### config.mk
export PLATFORM = sky130hd
export DESIGN_NAME = configurable_crc_engine
export DESIGN_NICKNAME = d
export VERILOG_FILES = /design/src/rtl/crce_pkg.sv /design/src/rtl/crce_front.sv /design/src/rtl/crce_queue.sv /design/src/rtl/crce_back.sv /design/src/rtl/configurable_crc_engine.sv
export SDC_FILE = /design/constraint.sdc
export NUM_CORES = 1
export LEC_CHECK = 0
export ABC_CLOCK_PERIOD_IN_PS = 7000
export BUFFER_PORTS_ARGS = -buffer_cell sky130_fd_sc_hd__buf_2
export CORE_AREA = 2 2 202 155
export CTS_CLUSTER_DIAMETER = 200
export DETAILED_ROUTE_END_ITERATION = 10
export DIE_AREA = 0 0 204 157
export GPL_TIMING_DRIVEN = 0
export MAX_ROUTING_LAYER = met4
export PLACE_DENSITY = 0.9
export SKIP_LAST_GASP = 1
export SLEW_MARGIN = 20
export SYNTH_ARGS = -nofsm -noshare
export SYNTH_HDL_FRONTEND = slang
export SYNTH_HIERARCHICAL = 1
export SYNTH_SLANG_ARGS = --single-unit
### constraint.sdc
create_clock -name clock -period 7 [get_ports clock]
set_input_delay 0 -clock clock [delete_from_list [all_inputs] [get_ports clock]]
set_output_delay 0 -clock clock [all_outputs]
set_load 0.01 [all_outputs]
### src/rtl/crce_pkg.sv
// Shared types and constants for the configurable CRC engine.
// No dependencies; used by every module of the block.
package crce_pkg;

   localparam int DATA_W      = 32;
   localparam int ADDR_W      = 5;
   localparam int REG_IDX_W   = 3;
   localparam int QUEUE_DEPTH = 2;
   localparam int QPTR_W      = 1;
   localparam int QCNT_W      = 2;

   localparam logic [REG_IDX_W-1:0] REG_WIDTH_SEL   = 3'd0;
   localparam logic [REG_IDX_W-1:0] REG_GEN_POLY    = 3'd1;
   localparam logic [REG_IDX_W-1:0] REG_START_VALUE = 3'd2;
   localparam logic [REG_IDX_W-1:0] REG_REFLECT_IN  = 3'd3;
   localparam logic [REG_IDX_W-1:0] REG_REFLECT_OUT = 3'd4;
   localparam logic [REG_IDX_W-1:0] REG_OUTPUT_XOR  = 3'd5;

   localparam logic [1:0] WSEL_8  = 2'd0;
   localparam logic [1:0] WSEL_16 = 2'd1;

   localparam logic [1:0]  RST_WIDTH_SEL   = 2'd2;
   localparam logic [31:0] RST_GEN_POLY    = 32'h04C1_1DB7;
   localparam logic [31:0] RST_START_VALUE = 32'hFFFF_FFFF;
   localparam logic        RST_REFLECT_IN  = 1'b1;
   localparam logic        RST_REFLECT_OUT = 1'b1;
   localparam logic [31:0] RST_OUTPUT_XOR  = 32'hFFFF_FFFF;

   typedef struct packed {
      logic        load;
      logic [31:0] load_value;
      logic [7:0]  data;
      logic        last;
   } item_type;

   typedef struct packed {
      logic [1:0]  width_sel;
      logic [31:0] gen_poly;
      logic        reflect_out;
      logic [31:0] output_xor;
   } back_cfg_type;

   function automatic logic [7:0] reverse8(input logic [7:0] v);
      logic [7:0] r;
      for (int i = 0; i < 8; i++) begin
         r[i] = v[7-i];
      end
      return r;
   endfunction

endpackage

### src/rtl/crce_front.sv
// Front end: request handshake and classification into queue items.
// Depends on crce_pkg.
module crce_front (
   input  logic                 req_valid,
   output logic                 req_ready,
   input  logic [7:0]           req_data_byte,
   input  logic                 req_first_byte,
   input  logic                 req_last_byte,
   input  logic                 req_use_seed,
   input  logic [31:0]          req_seed_value,
   input  logic                 reflect_in,
   input  logic [31:0]          start_value,
   input  logic                 queue_ready,
   output logic                 push,
   output crce_pkg::item_type   item
);

   assign req_ready = queue_ready;
   assign push      = req_valid && queue_ready;

   always_comb begin
      item.load       = req_first_byte;
      item.load_value = req_use_seed ? req_seed_value : start_value;
      item.data       = reflect_in ? crce_pkg::reverse8(req_data_byte) : req_data_byte;
      item.last       = req_last_byte;
   end

endmodule

### src/rtl/crce_queue.sv
// Two-entry queue decoupling the front end from the CRC datapath.
// Depends on crce_pkg.
module crce_queue (
   input  logic                 clock,
   input  logic                 reset,
   input  logic                 push,
   input  crce_pkg::item_type   push_item,
   output logic                 push_ready,
   input  logic                 pop,
   output logic                 pop_valid,
   output crce_pkg::item_type   pop_item
);

   crce_pkg::item_type                  slot_ff [crce_pkg::QUEUE_DEPTH];
   logic [crce_pkg::QPTR_W-1:0]         wr_ptr_ff, wr_ptr_in;
   logic [crce_pkg::QPTR_W-1:0]         rd_ptr_ff, rd_ptr_in;
   logic [crce_pkg::QCNT_W-1:0]         count_ff, count_in;

   assign push_ready = (count_ff != crce_pkg::QCNT_W'(crce_pkg::QUEUE_DEPTH));
   assign pop_valid  = (count_ff != '0);
   assign pop_item   = slot_ff[rd_ptr_ff];

   always_comb begin
      wr_ptr_in = push ? wr_ptr_ff + 1'b1 : wr_ptr_ff;
      rd_ptr_in = pop ? rd_ptr_ff + 1'b1 : rd_ptr_ff;
      count_in  = count_ff;
      if (push && !pop) begin
         count_in = count_ff + 1'b1;
      end else if (pop && !push) begin
         count_in = count_ff - 1'b1;
      end
   end

   always_ff @(posedge clock) begin
      if (reset) begin
         wr_ptr_ff <= '0;
         rd_ptr_ff <= '0;
         count_ff  <= '0;
      end else begin
         wr_ptr_ff <= wr_ptr_in;
         rd_ptr_ff <= rd_ptr_in;
         count_ff  <= count_in;
      end
   end

   always_ff @(posedge clock) begin
      if (push) begin
         slot_ff[wr_ptr_ff] <= push_item;
      end
   end

endmodule

### src/rtl/crce_back.sv
// Back end: folds bytes into the running CRC, one per cycle unless a result stalls, and finalises results.
// Depends on crce_pkg.
module crce_back #(
   parameter int MAX_WIDTH = 32
) (
   input  logic                     clock,
   input  logic                     reset,
   input  logic                     item_valid,
   input  crce_pkg::item_type       item,
   output logic                     pop,
   input  crce_pkg::back_cfg_type   cfg,
   output logic                     rsp_valid,
   input  logic                     rsp_ready,
   output logic [31:0]              rsp_crc_result
);

   localparam int W16   = (MAX_WIDTH < 16) ? MAX_WIDTH : 16;
   localparam int SH8   = MAX_WIDTH - 8;
   localparam int SH16  = MAX_WIDTH - W16;
   localparam int SH_W  = $clog2(MAX_WIDTH);

   logic [MAX_WIDTH-1:0] running_ff, running_in;
   logic                 rsp_valid_ff, rsp_valid_in;
   logic [31:0]          rsp_crc_ff, rsp_crc_in;
   logic [SH_W-1:0]      sh;
   logic [MAX_WIDTH-1:0] mask;
   logic [MAX_WIDTH-1:0] reg_u;
   logic [MAX_WIDTH-1:0] poly_a;
   logic [MAX_WIDTH-1:0] acc;
   logic [MAX_WIDTH-1:0] rev;
   logic [MAX_WIDTH-1:0] next_reg;
   logic [MAX_WIDTH-1:0] fin;

   always_comb begin
      unique case (cfg.width_sel)
         crce_pkg::WSEL_8:  sh = SH_W'(SH8);
         crce_pkg::WSEL_16: sh = SH_W'(SH16);
         default:           sh = '0;
      endcase
   end

   // Register is aligned to the MSB so the feedback tap is always the top bit.
   always_comb begin
      mask   = {MAX_WIDTH{1'b1}} >> sh;
      reg_u  = (item.load ? item.load_value[MAX_WIDTH-1:0] : running_ff) & mask;
      poly_a = (cfg.gen_poly[MAX_WIDTH-1:0] & mask) << sh;
      acc    = (reg_u << sh) ^ (MAX_WIDTH'(item.data) << SH8);
      for (int k = 0; k < 8; k++) begin
         acc = acc[MAX_WIDTH-1] ? ((acc << 1) ^ poly_a) : (acc << 1);
      end
      next_reg = acc >> sh;
      for (int i = 0; i < MAX_WIDTH; i++) begin
         rev[i] = acc[MAX_WIDTH-1-i];
      end
      fin = ((cfg.reflect_out ? rev : next_reg) ^ cfg.output_xor[MAX_WIDTH-1:0]) & mask;
   end

   assign pop = item_valid && (!item.last || !rsp_valid_ff || rsp_ready);

   always_comb begin
      running_in   = pop ? next_reg : running_ff;
      rsp_crc_in   = rsp_crc_ff;
      rsp_valid_in = rsp_valid_ff && !rsp_ready;
      if (pop && item.last) begin
         rsp_valid_in = 1'b1;
         rsp_crc_in   = 32'(fin);
      end
   end

   always_ff @(posedge clock) begin
      if (reset) begin
         running_ff   <= '0;
         rsp_valid_ff <= 1'b0;
      end else begin
         running_ff   <= running_in;
         rsp_valid_ff <= rsp_valid_in;
      end
   end

   always_ff @(posedge clock) begin
      rsp_crc_ff <= rsp_crc_in;
   end

   assign rsp_valid      = rsp_valid_ff;
   assign rsp_crc_result = rsp_crc_ff;

endmodule

### src/rtl/configurable_crc_engine.sv
// Configurable CRC engine: one message byte per cycle when not stalled, 8/16/32-bit CRC.
// A last-byte request is stored in the queue, then folded into the registered result.
// Throughput: one request per cycle while no result is stalled, set by the combinational eight-step fold.
// Reset (synchronous, active high) restores the register defaults, clears the
// running CRC to zero and empties the queue and the result register.
module configurable_crc_engine #(
   parameter int MAX_WIDTH = 32
) (
   input  logic                            clock,
   input  logic                            reset,
   input  logic                            req_valid,
   output logic                            req_ready,
   input  logic [7:0]                      req_data_byte,
   input  logic                            req_first_byte,
   input  logic                            req_last_byte,
   input  logic                            req_use_seed,
   input  logic [31:0]                     req_seed_value,
   output logic                            rsp_valid,
   input  logic                            rsp_ready,
   output logic [31:0]                     rsp_crc_result,
   input  logic                            csr_psel,
   input  logic                            csr_penable,
   input  logic                            csr_pwrite,
   input  logic [crce_pkg::ADDR_W-1:0]     csr_paddr,
   input  logic [crce_pkg::DATA_W-1:0]     csr_pwdata,
   output logic [crce_pkg::DATA_W-1:0]     csr_prdata,
   output logic                            csr_pready
);

   logic [1:0]                      width_sel_ff;
   logic [31:0]                     gen_poly_ff;
   logic [31:0]                     start_value_ff;
   logic                            reflect_in_ff;
   logic                            reflect_out_ff;
   logic [31:0]                     output_xor_ff;
   logic                            csr_wr;
   logic [crce_pkg::REG_IDX_W-1:0]  reg_idx;

   crce_pkg::item_type      front_item;
   crce_pkg::item_type      back_item;
   crce_pkg::back_cfg_type  back_cfg;
   logic                    push;
   logic                    queue_ready;
   logic                    pop;
   logic                    item_valid;

   assign csr_pready = 1'b1;
   assign csr_wr     = csr_psel && csr_penable && csr_pwrite && csr_pready;
   assign reg_idx    = csr_paddr[crce_pkg::ADDR_W-1:2];

   always_ff @(posedge clock) begin
      if (reset) begin
         width_sel_ff   <= crce_pkg::RST_WIDTH_SEL;
         gen_poly_ff    <= crce_pkg::RST_GEN_POLY;
         start_value_ff <= crce_pkg::RST_START_VALUE;
         reflect_in_ff  <= crce_pkg::RST_REFLECT_IN;
         reflect_out_ff <= crce_pkg::RST_REFLECT_OUT;
         output_xor_ff  <= crce_pkg::RST_OUTPUT_XOR;
      end else if (csr_wr) begin
         unique case (reg_idx)
            crce_pkg::REG_WIDTH_SEL:   width_sel_ff   <= csr_pwdata[1:0];
            crce_pkg::REG_GEN_POLY:    gen_poly_ff    <= csr_pwdata;
            crce_pkg::REG_START_VALUE: start_value_ff <= csr_pwdata;
            crce_pkg::REG_REFLECT_IN:  reflect_in_ff  <= csr_pwdata[0];
            crce_pkg::REG_REFLECT_OUT: reflect_out_ff <= csr_pwdata[0];
            crce_pkg::REG_OUTPUT_XOR:  output_xor_ff  <= csr_pwdata;
            default: ;
         endcase
      end
   end

   always_comb begin
      unique case (reg_idx)
         crce_pkg::REG_WIDTH_SEL:   csr_prdata = 32'(width_sel_ff);
         crce_pkg::REG_GEN_POLY:    csr_prdata = gen_poly_ff;
         crce_pkg::REG_START_VALUE: csr_prdata = start_value_ff;
         crce_pkg::REG_REFLECT_IN:  csr_prdata = 32'(reflect_in_ff);
         crce_pkg::REG_REFLECT_OUT: csr_prdata = 32'(reflect_out_ff);
         crce_pkg::REG_OUTPUT_XOR:  csr_prdata = output_xor_ff;
         default:                   csr_prdata = '0;
      endcase
   end

   always_comb begin
      back_cfg.width_sel   = width_sel_ff;
      back_cfg.gen_poly    = gen_poly_ff;
      back_cfg.reflect_out = reflect_out_ff;
      back_cfg.output_xor  = output_xor_ff;
   end

   crce_front u_front (
      .req_valid      (req_valid),
      .req_ready      (req_ready),
      .req_data_byte  (req_data_byte),
      .req_first_byte (req_first_byte),
      .req_last_byte  (req_last_byte),
      .req_use_seed   (req_use_seed),
      .req_seed_value (req_seed_value),
      .reflect_in     (reflect_in_ff),
      .start_value    (start_value_ff),
      .queue_ready    (queue_ready),
      .push           (push),
      .item           (front_item)
   );

   crce_queue u_queue (
      .clock      (clock),
      .reset      (reset),
      .push       (push),
      .push_item  (front_item),
      .push_ready (queue_ready),
      .pop        (pop),
      .pop_valid  (item_valid),
      .pop_item   (back_item)
   );

   crce_back #(
      .MAX_WIDTH (MAX_WIDTH)
   ) u_back (
      .clock          (clock),
      .reset          (reset),
      .item_valid     (item_valid),
      .item           (back_item),
      .pop            (pop),
      .cfg            (back_cfg),
      .rsp_valid      (rsp_valid),
      .rsp_ready      (rsp_ready),
      .rsp_crc_result (rsp_crc_result)
   );

endmodule

* Word-level counts from Yosys, hierarchy flattened
Memory sizes are Yosys's and may differ from the RTL's. A register that Yosys moved wholly into a read port is not among the register bits.
Cells that the tools add are included.
** Word-level totals
- Flip-flop bits (word level) :: 169
- Bits in writable memories :: 84
- Input port bits :: 87
- Memories kept :: 1
** Cells by class
- $add $sub $neg :: 4
- Eq/ne operators :: 7
- Shifts and indexed selects :: 4
- Multiplexer cells :: 21
- Bitwise logic cells :: 13
- Reductions and logical operators :: 25
** Memory list
- u_queue.slot_ff :: words 2, width 42, read ports 1, clocked after memory_dff 1, write ports 1, RTL line crce_queue.sv:14 : crce_pkg::item_type slot_ff [crce_pkg::QUEUE_DEPTH];
** Operators with widths (number)
- $mux 32 :: 11
- $xor 32x32->32 :: 10
- $pmux 32 s6 :: 1
- $and 32x32->32 :: 3
- $shl 32x5->32 :: 2
- $shr 32x5->32 :: 1
- $shr 32x5->32 const A :: 1
- $reduce_and 2->1 :: 6
- $pmux 5 s2 :: 1
- $logic_and 1x1->1 :: 8
- $mux 8 :: 1
- $eq 3x2->1 const B :: 2
- $eq 3x3->1 const B :: 2
- $logic_not 1->1 :: 5
- $mux 1 :: 5
- $mux 2 :: 2
- $reduce_bool 2->1 :: 2
- $eq 3x1->1 const B :: 1
- $logic_not 3->1 :: 1
- $add 1x1->1 const B :: 2
- $add 2x1->2 const B :: 1
- $eq 2x1->1 const B :: 1
- $logic_not 2->1 :: 1
- $logic_or 1x1->1 :: 2
- other kinds (2) :: 2

* Logic depth before layout (Yosys ltp)
- Word-level depth :: 26
- Gate-level depth with buffers :: 24
- Mapped depth without buffers :: 17

* Hierarchy
The synthesis kept the hierarchy.
** Modules (own cells, without submodules)
- crce_back :: instances 1, cells each 1265, area each 9753.1 um2, seq. area each 1621.6 um2
- configurable_crc_engine :: instances 1, cells each 509, area each 4703.3 um2, seq. area each 2001.9 um2
- crce_queue :: instances 1, cells each 153, area each 3238.1 um2, seq. area each 2622.5 um2
- crce_front :: instances 1, cells each 49, area each 668.1 um2, seq. area each 0.0 um2

* Least setup slack after synthesis
Ideal clock, no wire load.
- Path type :: reg2reg
- Start point :: register (tool-made name)
- End point :: register u_back.rsp_crc_ff[6], in the netlist u_back/rsp_crc_result[6] (data pin)
- Library setup time :: 0.262 ns
- Data arrival time :: 5.239 ns
- Path slack :: 1.499 ns
- Cell stages (with the launch flop) :: 22
- Period minus slack after synthesis :: 5.501 ns
- Path through :: dfxtp_1 -> buf_2 -> buf_4 -> mux2_1 -> buf_2 -> nor3b_1 -> mux2_2 -> nor3_2 -> mux2_4 -> a211o_4 -> xnor2_4 -> mux2_4 -> and3_1 -> o21ai_0 -> a21bo_1 -> a211oi_2 -> buf_6 -> mux2i_4 -> xnor2_2 -> a222oi_1 -> a21oi_1 -> xor2_1
** RTL lines
- end signal: assignment :: RTL line crce_back.sv:81 : rsp_crc_ff <= rsp_crc_in;
- end: declaration :: RTL line crce_back.sv:24 : logic [31:0] rsp_crc_ff, rsp_crc_in;

==> impl_metrics.py <==
metrics = {
    "critical_path": {
        "crit_slowest_cell": "xnor3_1",
        "cp.depth": 21,
        "cp_cell_sequence": "buf_2 -> buf_4 -> mux2_1 -> buf_4 -> buf_2 -> mux2_2 -> nor2_1 -> a21oi_1 -> o21ai_0 -> xor2_1 -> xnor2_2 -> xnor2_4 -> xnor3_1 -> xnor2_1 -> o211ai_4 -> nand2_2 -> a311o_1 -> nor2_2 -> xor2_4 -> a211oi_1 -> nor3_1",
        "end_kind": "register",
        "crit_buf_inv": 4,
        "path_class": "reg2reg",
        "max_stage_delay_ns": 0.45,
        "r2r_slack_ns": -0.008,
        "critPathMaxFanout": 10,
        "cp_top_family": "XOR/XNOR gates",
        "reg2reg_depth": 21,
        "required_ns": 7.28,
        "rr_endpoint": "u_back/rsp_crc_result[31]$_DFFE_PP_",
        "start_kind": "register",
        "crit_end": "u_back/rsp_crc_result[31]$_DFFE_PP_",
        "arrival_ns": 7.29,
    },
    "placement": {
        "dp_hpwl_um": 55200,
        "place_congestion": 1.07,
        "port_buffers": 146,
        "place_area_um2": 19700,
    },
    "logic_synthesis": {
        "synth_cell_types": 97,
        "yosys_register_bits": 254,
        "synth_area_per_cell_um2": 9.29,
        "synth_top_area_share_pct": 19.0,
        "yosysSeqAreaShare_pct": 34.0,
        "synth_area_leaders": "edfxtp_1, dfxtp_1, mux2i_1, xnor2_1, nor2_1",
        "synth-edff-count": 116,
        "syn_area_um2": 18400,
        "async_flop_share_pct": 0,
        "yosysWarnings": 6,
        "synth_cells": 1976,
        "ys.flop_type": "dfxtp_1",
        "synth_largest_area_cell": "edfxtp_1",
        "synth_nets": 2064,
    },
    "floorplan": {
        "row_count": 55,
        "die_h_um": 157,
        "fp.dieArea_um2": 32000,
        "ios": 154,
        "coreArea_um2": 29900,
        "fp.dieW_um": 204,
        "initial_core_util_pct": 61.5,
    },
    "finish": {
        "area_growth_pct": 18.4,
        "layout_commonest_cell": "nor2_1",
        "postLayoutCoreUtil_pct": 72.8,
        "drive_above_1_share_pct": 18.5,
        "final_cell_area_um2": 21700,
        "nets": 2342,
        "final_cell_mix": "nor2_1, nand2_1, mux2i_1",
    },
    "timing": {
        "finalSetupTns_ns": -0.0150,
        "period_needed_ns": 7.01,
        "fmax_ghz": 0.143,
        "finalHoldViolCount": 0,
        "rsz0062_at_grt": "true",
        "tightest_slew_ns": 1.11,
        "setup_viol": 2,
        "fin_crit_sh_pct": 100,
        "slew_violations": 0,
        "slew_headroom_pct": 25.7,
        "finClkSkew_ns": 0.0248,
        "setup_ws_ns": -0.00784,
    },
    "cts": {
        "cts_buffers": 23,
        "clk-insertion-delay-late_ns": 0.55,
        "clk_path_buf_depth": 3,
        "clkSlewWorstSetupHoldPaths_ns": 0.07,
        "cts_sinks": 254,
        "cts_max_level": 1,
        "ctsRootBufferMaster": "clkbuf_16",
        "cts_tree": "done",
    },
    "detailed_routing": {
        "drtIter0Drc": 3112,
        "vias": 17930,
        "wirelength_um": 76800,
        "wl_per_cell_um": 28.7,
        "via_per_inst": 6.71,
        "firstDrtPassIters": 6,
        "ant_nets": 0,
        "remaining_drc_errors": 0,
    },
    "run": {
        "drv_cap": 0,
    },
    "global_routing": {
        "grt_max_degree": 33,
        "antenna_found_initial": 3,
        "grt_usage_pct": 48.6,
        "first_global_vias": 16849,
        "overflow": 0,
        "grt_pass1_wl_um": 110000,
    },
    "outcome": {
        "status": "complete, but fails checks",
        "violations": "setup timing",
    },
    "hold_path": {
        "hold_path.class": "in2reg",
    },
}
## flip-flops by register name (all words and copies together), names as in the netlist, named ones only
name	cells
u_queue/count_ff	2
reflect_out_ff	1
u_back/rsp_crc_result	32
width_sel_ff	2
output_xor_ff	32
u_queue/rd_ptr_ff	1
gen_poly_ff	32
reflect_in_ff	1
u_queue/wr_ptr_ff	1
u_queue/slot_ff	84
start_value_ff	32
u_back/rsp_valid	1
u_back/running_ff	32
## kinds of logic (layout without fill, tap and decap cells)
group,after synthesis,after routing,share of synthesized area (%)
xor gates and xnor gates,240,240,13.1
muxes,308,308,18.6
other,1,4,0.0204
buffers and inverters,174,469,5.31
adders and majority gates,1,1,0.0681
AOI/OAI and AO/OA,337,337,12.6
DFF,254,254,34.0
and+or+nand+nor,661,661,16.3
## synthesized netlist by cell type (6+ instances only)
| master | instances |
|---|---|
| nor2_1 | 265 |
| nand2_1 | 206 |
| mux2i_1 | 202 |
| xnor2_1 | 173 |
| dfxtp_1 | 138 |
| edfxtp_1 | 116 |
| clkbuf_1 | 89 |
| a21oi_1 | 76 |
| a22oi_1 | 60 |
| o21ai_0 | 52 |
| nand2b_1 | 48 |
| mux2_1 | 42 |
| xor2_1 | 42 |
| nand3_1 | 34 |
| mux2_4 | 33 |
| buf_2 | 32 |
| o21ai_1 | 31 |
| and3_1 | 27 |
| nor3_1 | 27 |
| a211oi_1 | 26 |
| mux2_2 | 23 |
| buf_4 | 19 |
| o21a_1 | 13 |
| a221oi_1 | 9 |
| a211oi_2 | 8 |
| inv_1 | 8 |
| xnor2_2 | 8 |
| o211ai_1 | 7 |
| or3_1 | 7 |
| xnor3_1 | 7 |
| buf_1 | 6 |
| buf_12 | 6 |
| buf_6 | 6 |
| buf_8 | 6 |
## tightest hold or removal path, cell delays in order
cell and delay [ns]:
buf_2 0.14, nand4b_4 0.18, nor3b_1 0.09, mux2i_1 0.11
## per-stage QoR
stage          hold WS (ns)  worst slack (ns)  std cells
5_1_grt              0.0588           -0.0422       2672
3_5_place_dp          0.192            -0.594       2524
6_report             0.0294          -0.00784       2673
2_1_floorplan        0.0691              1.50       1976
3_3_place_gp          0.190            -0.514       2521
4_1_cts             0.00828          -0.00124       2653
## area by class of cell
class                           count  area (um^2)
Tap cell                          399          499
Sequential cell                   254         6250
Buffer                            163          938
Multi-Input combinational cell   1548        11500
Clock inverter                      7         38.8
Antenna cell                        3         7.51
Clock buffer                       35          693
Timing Repair Buffer              254         1810
Inverter                           10         37.5
Fill cell                        2152         8130
## worst min path at each step
| stage | startpoint | end | slack (ns) | cells after the start |
|---|---|---|---|---|
| floorplan | reset | u_queue/count_ff[1]$_SDFFE_PP0P_ | 0.07 | 1 |
| global placement | req_last_byte | u_queue/slot_ff[0][0]$_DFFE_PP_ | 0.19 | 1 |
| detailed placement | req_last_byte | u_queue/slot_ff[1][0]$_DFFE_PP_ | 0.19 | 1 |
| CTS | csr_penable | reflect_out_ff$_SDFFE_PP1P_ | 0.008 | 4 |
| global route | csr_penable | reflect_out_ff$_SDFFE_PP1P_ | 0.06 | 4 |
| finish | csr_penable | reflect_out_ff$_SDFFE_PP1P_ | 0.03 | 4 |
## layer usage
metal	part of all wire [%]	global-route usage, %
met1	38	64.4
met2	41	68.9
met3	17	16.8
met4	4.7	16.8
met5	0	-
## what timing repair did
action,4_1_cts,5_1_grt
setup endpoints to repair,41,47
hold endpoints to repair,190,0
buffers inserted,3,18
resized for setup,10,44
hold buffers,84,0
pin swaps,2,10
Power is left out: the tool's default activity adds up to more than one toggle a clock period on the data nets, which glitch-free logic cannot reach.
